`src/sv/rlepsd_pkg.sv`:
```
// Shared types and constants for the run-length palette sprite line decoder.
// Used by rlepsd_palette_ram, rlepsd_pixel and rle_palette_sprite_line_decoder. No dependencies.
package rlepsd_pkg;

  localparam int unsigned LINE_MAX    = 4096;  // widest line the decoder clamps to
  localparam int unsigned LEN_W       = 13;    // run length and line width bits
  localparam int unsigned PAL_DEPTH   = 256;
  localparam int unsigned PAL_ADDR_W  = $clog2(PAL_DEPTH);
  localparam int unsigned COLOR_W     = 16;    // RGB565
  localparam int unsigned PIX_W       = 32;    // ABGR8888
  localparam int unsigned LINE_RESET  = 640;

  // Request function carried in tuser
  localparam logic [1:0] FUNC_PAL_WR    = 2'd0;
  localparam logic [1:0] FUNC_CODE      = 2'd1;
  localparam logic [1:0] FUNC_NEW_FRAME = 2'd2;

  // Opcode forms, top two bits of an opcode byte
  localparam logic [1:0] FORM_ALPHA   = 2'd0;
  localparam logic [1:0] FORM_LITERAL = 2'd1;
  localparam logic [1:0] FORM_IRUN    = 2'd2;
  localparam logic [1:0] FORM_SKIP    = 2'd3;

  typedef enum logic [1:0] {
    KIND_CLEAR,    // transparent, pixel reads zero
    KIND_PALETTE,  // opaque palette color
    KIND_ALPHA     // palette color scaled by a level
  } pix_kind_e;

  typedef struct packed {
    pix_kind_e  kind;
    logic [7:0] level;
  } pix_req_t;

endpackage

```
`src/sv/rlepsd_palette_ram.sv`:
```
// 256 x 16 RGB565 palette memory: one write port, one registered read port.
// Depends on rlepsd_pkg for depth and widths.
module rlepsd_palette_ram
  import rlepsd_pkg::*;
(
  input  logic                  clk_i,
  input  logic                  we_i,
  input  logic [PAL_ADDR_W-1:0] waddr_i,
  input  logic [COLOR_W-1:0]    wdata_i,
  input  logic                  re_i,
  input  logic [PAL_ADDR_W-1:0] raddr_i,
  output logic [COLOR_W-1:0]    rdata_o
);

  logic [COLOR_W-1:0] mem_q [PAL_DEPTH];
  logic [COLOR_W-1:0] rdata_q;

  always_ff @(posedge clk_i) begin
    if (we_i) begin
      mem_q[waddr_i] <= wdata_i;
    end
  end

  // Hold the read data until the next read
  always_ff @(posedge clk_i) begin
    if (re_i) begin
      rdata_q <= mem_q[raddr_i];
    end
  end

  assign rdata_o = rdata_q;

endmodule

```
`src/sv/rlepsd_pixel.sv`:
```
// Pixel formatter: alpha scaling of an RGB565 color and widening to ABGR8888.
// Depends on rlepsd_pkg for pix_req_t and widths.
module rlepsd_pixel
  import rlepsd_pkg::*;
(
  input  logic [COLOR_W-1:0] color_i,
  input  pix_req_t           req_i,
  output logic [PIX_W-1:0]   abgr_o
);

  function automatic logic [PIX_W-1:0] widen(input logic [15:0] c, input logic [7:0] a);
    logic [4:0] r;
    logic [5:0] g;
    logic [4:0] b;
    r = c[15:11];
    g = c[10:5];
    b = c[4:0];
    return {a, b, b[4:2], g, g[5:4], r, r[4:2]};
  endfunction

  logic [12:0] r_prod;
  logic [13:0] g_prod;
  logic [12:0] b_prod;
  logic [15:0] mixed;

  assign r_prod = 13'(color_i[15:11]) * 13'(req_i.level);
  assign g_prod = 14'(color_i[10:5])  * 14'(req_i.level);
  assign b_prod = 13'(color_i[4:0])   * 13'(req_i.level);

  // Scaled channels overlap on purpose; only the low 16 bits survive
  assign mixed = {r_prod[9:5], 11'b0} | {2'b0, g_prod[13:5], 5'b0} | {8'b0, b_prod[12:5]};

  always_comb begin
    case (req_i.kind)
      KIND_PALETTE: abgr_o = widen(color_i, 8'hff);
      KIND_ALPHA:   abgr_o = widen(mixed, {req_i.level[4:0], 3'b000});
      default:      abgr_o = '0;
    endcase
  end

endmodule

```
`src/sv/rle_palette_sprite_line_decoder.sv`:
```
// Run-length palette sprite line decoder, top level.
// Depends on rlepsd_pkg, rlepsd_palette_ram and rlepsd_pixel.
// Path: a request's result is held in stage one, beside the registered palette read,
// and then in the output register, which drives m_axis.
// Throughput: one request per cycle while m_axis takes results; a stalled output holds stage one.
// Reset: rst_ni clears parse state, line width to 640 and both stages at once;
// the palette keeps no reset and reads undefined until written.
module rle_palette_sprite_line_decoder
  import rlepsd_pkg::*;
(
  input  logic              clk_i,
  input  logic              rst_ni,
  // configuration: line_width
  input  logic              cfg_we_i,
  input  logic [LEN_W-1:0]  cfg_wdata_i,
  // request stream
  input  logic              s_axis_tvalid,
  output logic              s_axis_tready,
  input  logic [31:0]       s_axis_tdata,  // code_byte[7:0], palette_slot[15:8],
                                           // palette_color[31:16]
  input  logic [1:0]        s_axis_tuser,  // func[1:0]
  // result stream
  output logic              m_axis_tvalid,
  input  logic              m_axis_tready,
  output logic [47:0]       m_axis_tdata,  // pixel_abgr[31:0], run_length[44:32], zero pad
  output logic [1:0]        m_axis_tuser,  // drawn[0], row_copy_hint[1]
  output logic              m_axis_tlast   // line_end
);

  typedef enum logic [2:0] {
    PH_OPCODE,
    PH_ALPHA1_INDEX,
    PH_ARUN_LEVEL,
    PH_ARUN_INDEX,
    PH_LITERAL,
    PH_IRUN_INDEX
  } phase_e;

  // ---------------------------------------------------------------------------
  // Request fields
  // ---------------------------------------------------------------------------
  logic [1:0]            func;
  logic [7:0]            code;
  logic [PAL_ADDR_W-1:0] slot;
  logic [COLOR_W-1:0]    color;
  logic                  accept;

  assign func   = s_axis_tuser;
  assign code   = s_axis_tdata[7:0];
  assign slot   = s_axis_tdata[15:8];
  assign color  = s_axis_tdata[31:16];
  assign accept = s_axis_tvalid && s_axis_tready;

  // ---------------------------------------------------------------------------
  // Parse state and stage-one registers
  // ---------------------------------------------------------------------------
  logic [LEN_W-1:0] line_width_q;
  phase_e           phase_q, phase_d;
  logic [5:0]       cnt_q, cnt_d;
  logic [7:0]       lvl_q, lvl_d;
  logic [LEN_W-1:0] done_q, done_d;
  logic [1:0]       row_q, row_d;
  logic             copy_q, copy_d;

  logic             s1_vld_q, s1_vld_d;
  logic [LEN_W-1:0] s1_len_q;
  logic             s1_drawn_q;
  logic             s1_end_q;
  logic             s1_copy_q;
  pix_req_t         s1_req_q;

  // Room left on the current line; widths above the maximum act as the maximum
  logic [LEN_W-1:0] width_cap;
  logic [LEN_W-1:0] room;

  assign width_cap = (line_width_q > LEN_W'(LINE_MAX)) ? LEN_W'(LINE_MAX) : line_width_q;
  assign room      = (done_q < width_cap) ? (width_cap - done_q) : '0;

  // Result produced by this request
  logic             emit;
  logic [LEN_W-1:0] e_len;
  logic             e_drawn;
  logic             e_end;
  pix_req_t         e_req;

  always_comb begin
    logic             run_req;
    logic [5:0]       run_n;
    logic [LEN_W-1:0] take;

    phase_d = phase_q;
    cnt_d   = cnt_q;
    lvl_d   = lvl_q;
    done_d  = done_q;
    row_d   = row_q;
    copy_d  = copy_q;
    emit    = 1'b0;
    e_len   = '0;
    e_drawn = 1'b0;
    e_end   = 1'b0;
    e_req   = '{kind: KIND_CLEAR, level: 8'd0};
    run_req = 1'b0;
    run_n   = '0;

    if (accept) begin
      case (func)
        FUNC_NEW_FRAME: begin
          done_d  = '0;
          row_d   = '0;
          copy_d  = 1'b1;
          phase_d = PH_OPCODE;
          cnt_d   = '0;
          lvl_d   = '0;
        end
        FUNC_CODE: begin
          case (phase_q)
            PH_ALPHA1_INDEX: begin
              phase_d = PH_OPCODE;
              run_req = 1'b1;
              run_n   = 6'd1;
              e_req   = '{kind: KIND_ALPHA, level: lvl_q};
            end
            PH_ARUN_LEVEL: begin
              lvl_d   = code;
              phase_d = PH_ARUN_INDEX;
            end
            PH_ARUN_INDEX: begin
              phase_d = PH_OPCODE;
              run_req = 1'b1;
              run_n   = cnt_q;
              e_req   = '{kind: KIND_ALPHA, level: lvl_q};
            end
            PH_LITERAL: begin
              cnt_d   = cnt_q - 6'd1;
              if (cnt_d == '0) begin
                phase_d = PH_OPCODE;
              end
              run_req = 1'b1;
              run_n   = 6'd1;
              e_req   = '{kind: KIND_PALETTE, level: 8'd0};
            end
            PH_IRUN_INDEX: begin
              phase_d = PH_OPCODE;
              run_req = 1'b1;
              run_n   = cnt_q;
              e_req   = '{kind: KIND_PALETTE, level: 8'd0};
            end
            default: begin
              phase_d = PH_OPCODE;
              if (code == 8'd0) begin
                // End of line: close it with the room left, even if none
                emit   = 1'b1;
                e_len  = room;
                e_end  = 1'b1;
                done_d = '0;
                if (row_q < 2'd2) begin
                  row_d = row_q + 2'd1;
                end
              end else begin
                if (code[7:6] != FORM_SKIP && row_q == 2'd1) begin
                  copy_d = 1'b0;
                end
                case (code[7:6])
                  FORM_ALPHA: begin
                    if (code[5]) begin
                      lvl_d   = {3'b000, code[4:0]};
                      phase_d = PH_ALPHA1_INDEX;
                    end else begin
                      cnt_d   = {1'b0, code[4:0]};
                      phase_d = PH_ARUN_LEVEL;
                    end
                  end
                  FORM_LITERAL: begin
                    cnt_d = code[5:0];
                    if (code[5:0] != '0) begin
                      phase_d = PH_LITERAL;
                    end
                  end
                  FORM_IRUN: begin
                    cnt_d   = code[5:0];
                    phase_d = PH_IRUN_INDEX;
                  end
                  default: begin
                    cnt_d   = code[5:0];
                    run_req = 1'b1;
                    run_n   = code[5:0];
                  end
                endcase
              end
            end
          endcase
        end
        default: begin
          // Palette writes keep the parse state; unused codes are dropped
        end
      endcase
    end

    // Clamp a run to the room left; drop it when nothing fits
    take = (LEN_W'(run_n) < room) ? LEN_W'(run_n) : room;
    if (run_req && take != '0) begin
      emit    = 1'b1;
      e_len   = take;
      e_drawn = (e_req.kind != KIND_CLEAR);
      done_d  = done_q + take;
    end
  end

  // ---------------------------------------------------------------------------
  // Palette memory: write on palette requests, read on every coded byte
  // ---------------------------------------------------------------------------
  logic [COLOR_W-1:0] pal_rdata;

  rlepsd_palette_ram u_palette (
    .clk_i   (clk_i),
    .we_i    (accept && func == FUNC_PAL_WR),
    .waddr_i (slot),
    .wdata_i (color),
    .re_i    (accept && func == FUNC_CODE),
    .raddr_i (code),
    .rdata_o (pal_rdata)
  );

  // ---------------------------------------------------------------------------
  // Output register; stage one advances into it whenever it is free
  // ---------------------------------------------------------------------------
  logic             out_ld;
  logic             out_vld_q;
  logic [PIX_W-1:0] out_pix_q;
  logic [LEN_W-1:0] out_len_q;
  logic             out_drawn_q;
  logic             out_end_q;
  logic             out_copy_q;
  logic [PIX_W-1:0] pix_abgr;

  assign out_ld        = s1_vld_q && (!out_vld_q || m_axis_tready);
  assign s_axis_tready = !s1_vld_q || out_ld;

  always_comb begin
    s1_vld_d = s1_vld_q;
    if (s_axis_tready) begin
      s1_vld_d = accept && emit;
    end
  end

  rlepsd_pixel u_pixel (
    .color_i (pal_rdata),
    .req_i   (s1_req_q),
    .abgr_o  (pix_abgr)
  );

  // Control state
  always_ff @(posedge clk_i or negedge rst_ni) begin
    if (!rst_ni) begin
      line_width_q <= LEN_W'(LINE_RESET);
      phase_q      <= PH_OPCODE;
      cnt_q        <= '0;
      lvl_q        <= '0;
      done_q       <= '0;
      row_q        <= '0;
      copy_q       <= 1'b1;
      s1_vld_q     <= 1'b0;
      out_vld_q    <= 1'b0;
    end else begin
      if (cfg_we_i) begin
        line_width_q <= cfg_wdata_i;
      end
      phase_q  <= phase_d;
      cnt_q    <= cnt_d;
      lvl_q    <= lvl_d;
      done_q   <= done_d;
      row_q    <= row_d;
      copy_q   <= copy_d;
      s1_vld_q <= s1_vld_d;
      if (out_ld) begin
        out_vld_q <= 1'b1;
      end else if (m_axis_tready) begin
        out_vld_q <= 1'b0;
      end
    end
  end

  // Payload registers: load stage one on an emitting request, then the output
  always_ff @(posedge clk_i) begin
    if (accept && emit) begin
      s1_len_q   <= e_len;
      s1_drawn_q <= e_drawn;
      s1_end_q   <= e_end;
      s1_copy_q  <= copy_d;
      s1_req_q   <= e_req;
    end
    if (out_ld) begin
      out_pix_q   <= pix_abgr;
      out_len_q   <= s1_len_q;
      out_drawn_q <= s1_drawn_q;
      out_end_q   <= s1_end_q;
      out_copy_q  <= s1_copy_q;
    end
  end

  assign m_axis_tvalid = out_vld_q;
  assign m_axis_tdata  = {3'b000, out_len_q, out_pix_q};
  assign m_axis_tuser  = {out_copy_q, out_drawn_q};
  assign m_axis_tlast  = out_end_q;

  // ---------------------------------------------------------------------------
  // Assertions
  // ---------------------------------------------------------------------------
  a_done_bounded: assert property (@(posedge clk_i) disable iff (!rst_ni)
    done_q <= LEN_W'(LINE_MAX))
    else $error("pixel count ran past the widest line");

  a_s1_holds: assert property (@(posedge clk_i) disable iff (!rst_ni)
    s1_vld_q && !out_ld |=> s1_vld_q && $stable(s1_len_q))
    else $error("stage one lost a stalled result");

  a_line_end_emits: assert property (@(posedge clk_i) disable iff (!rst_ni)
    accept && func == FUNC_CODE && phase_q == PH_OPCODE && code == 8'd0
    |=> s1_vld_q && s1_end_q)
    else $error("end-of-line opcode gave no closing result");

  a_run_nonzero: assert property (@(posedge clk_i) disable iff (!rst_ni)
    s1_vld_q && !s1_end_q |-> s1_len_q != '0)
    else $error("zero-length run reached stage one");

  a_clear_is_zero: assert property (@(posedge clk_i) disable iff (!rst_ni)
    out_vld_q && !out_drawn_q |-> out_pix_q == '0)
    else $error("transparent result carries a nonzero pixel");

endmodule
```
`config.mk`:
```
export PLATFORM = sky130hd
export DESIGN_NAME = rle_palette_sprite_line_decoder
export DESIGN_NICKNAME = d
export VERILOG_FILES = /design/src/sv/rlepsd_pkg.sv /design/src/sv/rlepsd_palette_ram.sv /design/src/sv/rlepsd_pixel.sv /design/src/sv/rle_palette_sprite_line_decoder.sv
export SDC_FILE = /design/constraint.sdc
export NUM_CORES = 2
export LEC_CHECK = 0
export BUFFER_PORTS_ARGS = -buffer_cell sky130_fd_sc_hd__buf_2
export CAP_MARGIN = 15
export CORE_ASPECT_RATIO = 1.25
export CORE_MARGIN = 1.5
export CORE_UTILIZATION = 36
export CTS_BUF_LIST = sky130_fd_sc_hd__clkbuf_16
export DETAILED_ROUTE_END_ITERATION = 8
export REMOVE_ABC_BUFFERS = 1
export SETUP_SLACK_MARGIN = 0.02
export SYNTH_ARGS = -nofsm -noshare
export SYNTH_HDL_FRONTEND = slang
export SYNTH_SLANG_ARGS = --single-unit
```
`constraint.sdc`:
```
create_clock -name clk_i -period 6.65 [get_ports clk_i]
set_clock_uncertainty 0.05 [all_clocks]
set_input_delay 0.665 -clock clk_i [delete_from_list [all_inputs] [get_ports clk_i]]
set_output_delay 0.665 -clock clk_i [all_outputs]
set_load 0.05 [all_outputs]
```
==> summary.md <==
| Metric | Value |
|---|---|
| First-pass GRT wire length | `580000 microns` |
| Final cell count without fillers | `14200` |
| Gp weighted congestion | `0.808` |
| PD cells | `290 mW/mm^2` |
| CTS tree | `done` |
| Nets@finish | `7862` |
| Commonest non-fill, non-tap cell in the layout | `edfxtp_1` |
| Synth top area cells | `edfxtp_1 75%, mux4_2 18%, nor2_1 0.73%` |
| Root buffer cell | `clkbuf_16` |
| FF-to-FF setup slack | `0.42 ns` |
| Grt ovf | `0` |
| Final Hold Viols | `0` |
| Wirelength, routed | `406000 microns` |
| Synth Flop Type | `edfxtp_1` |
| Post-detail-place hpwl | `244000 microns` |
| Req. time, crit path | `7.42 ns` |
| Clk_lat worst skew | `0.94 ns` |
| Final setup vio count | `0` |
| Arr. time, crit path | `7.00 ns` |
| Max-slew violations | `44` |
| Element type at the critical path end | `register` |
| Share of cells above drive strength 1 | `0.310` |
| Final hold slack | `0.182 ns` |
| Via count | `76100` |
| CP Max Fanout | `12` |
| Bufs on Longest Clock Path | `4` |
| Leak | `59.1 nW` |
| Cell taking the most area after synthesis | `edfxtp_1` |
| Synth Register Bits | `4224` |
| Seq/Total Area, Yosys | `0.761` |
| Full die area | `0.466 sq mm` |
| Unrepaired setup endpoints after global routing | `no` |
| EDFF count, synth | `4176` |
| Final Core Density | `0.412` |
| Setup TNS | `0 ns` |
| Top-area cell type share of the netlist area | `0.754` |
| Initial Util | `0.362` |
| # rows | `278` |
| GR Util All Layers | `0.171` |
| Kind of critical path | `register to register` |
| Highest clock rate | `0.160 GHz` |
| Max H-tree Level | `5` |
| Status | `finished, violations left` |
| Clock-pin transition on the worst setup and hold timing paths | `0.06 ns` |
| Synth warn | `0` |
| P&R area growth vs syn | `13.8%` |
| Synthesized instance count | `7166` |
| Crit-path max cell delay | `0.49 ns` |
| Synthesized area per cell | `23.2 sq um` |
| Sink Count | `4224` |
| Die extent in x | `611 microns` |
| Initial DRC Count | `7500` |
| Die Span Y | `763 microns` |
| WL/cell | `28.7 microns` |
| Failing checks | `slew limit` |
| Initial DRT Pass Iterations | `5` |
| Worst vdd ir | `214 uV` |
| Number of global-route vias before repair | `79400` |
| Slew @ Worst Pin | `1.56 ns` |
| Worst setup SP type | `register` |
| Max cap viols | `0` |
| Largest net degree at the start of global routing | `185` |
| CP max-delay cell | `dfrtp_2` |
| Hold crit path type | `input port to register` |
| Synth cell types | `71` |
| Dpl cells | `13400` |
| Async SR Flop Fraction | `0.0114` |
| Most frequent cells in the layout | `4176 x edfxtp_1, 1358 x mux4_2, 400 x clkbuf_16, 343 x buf_4, 290 x nor2_1` |
| CTS Buf Count | `390` |
| Via density | `5.38` |
| Core footprint | `0.459 sq mm` |
| Period utilization | `0.937` |
| Minimum clock period | `6.23 ns` |
| Cell Area, Synth | `0.166 sq mm` |
| Rel. slew slack | `-0.0392` |
| Initial antenna violation count | `22` |
| Fillcell total | `39300` |
| Ports | `105` |
| Final ANT Viol Nets | `0` |
| DRC Markers | `0` |
| Buffers added on ports | `101` |
[stage by stage]
step | area [sq um] | worst slack, ns | total power [mW]
floorplan | 165000 | 0.738 | 31.6
global placement | 177000 | 0.185 | 33.3
detailed placement | 177000 | 0.0917 | 33.4
CTS | 189000 | 0.0473 | 55.4
global route | 189000 | 0.0332 | 56.5
finish | 189000 | 0.416 | 54.9
[power by group]
group / switching (mW) / leakage, nW / internal (mW)
clock network: 9.65 / 6.39 / 12.4
logic: 2.08 / 14.5 / 1.38
registers: 0.0583 / 38.2 / 29.3
[layout make-up]
cell class	count	area (sq um)	share of cell area
multi-input combinational	2456	38100	0.201
tap	6160	7710	0.0407
timing repair buffer	494	4130	0.0218
antenna	18	45.0	0.000238
clock buffer	400	10000	0.0528
inverter	97	364	0.00192
clock inverter	308	2490	0.0131
sequential	4224	127000	0.668
[logic make-up (layout without fill, tap and decap cells)]
logic type / count (synthesis) / in the layout / synth area share
muxes: 1380 / 1380 / 0.185
buffers and inverters: 494 / 1299 / 0.0116
DFF: 4224 / 4224 / 0.761
and+or+nand+nor: 675 / 675 / 0.0183
AOI/OAI and AO/OA: 204 / 204 / 0.00814
adders and majority gates: 147 / 147 / 0.0137
other: 1 / 27 / 0.0000225
xor gates and xnor gates: 41 / 41 / 0.00216
[registers in the layout, summed over array words and instances, names as in the netlist, 8 cells and up]
signal             flops
s1_len_q              13
lvl_q                  8
out_len_q             13
done_q                13
s1_req_q              10
u_palette.rdata_o     16
u_palette.mem_q     4096
line_width_q          13
out_pix_q             22
[worst paths after layout]
path	from	endpoint	depth (start not counted)
setup / recovery	line_width_q[12]	done_q[11]	29
hold reg to reg	s1_len_q[12]	out_len_q[12]	0
min in group asynchronous	rst_ni	m_axis_tvalid	2
max in group asynchronous	rst_ni	copy_q	3
hold / removal	s_axis_tdata[5]	lvl_q[5]	3
setup reg to reg	line_width_q[12]	done_q[11]	29
[cells in the mapped netlist (all sizes together) (24+ instances only)]
cell	number
ha	89
buf	132
xnor2	24
inv	97
mux4	1358
nand3	26
clkbuf	265
o21ai	47
a21oi	57
dfrtp	45
edfxtp	4176
and2	79
fa	58
nor2	322
nand2	149
[routing by layer]
metal	track usage	vias to the layer above	share of wire
met1	0.216	41600	0.39
met2	0.299	2617	0.51
met4	0.0608	10	0.036
met5	0	-	0.00016
met3	0.0277	580	0.062
li1	-	31300	-
[critical path: cells and delay by family, from the launching register on]
family                   cells  cell delay (ns)
multiplexers                 1             0.37
AND/OR/NAND/NOR              7             0.97
buffers and inverters        2             0.26
AO/OA/AOI/OAI               15             2.99
adder cells (fa/ha/maj)      3             0.84
flip-flops                   1             0.49
XOR/XNOR                     1             0.16
[repair_timing]
item / CTS / global route
hold buffers: 16 / 0
resized for setup: 0 / 5
buffers inserted: 0 / 2
setup endpoints to repair: 0 / 6
hold endpoints to repair: 61 / 0
No activity file was read; power rests on OpenSTA's default activity.
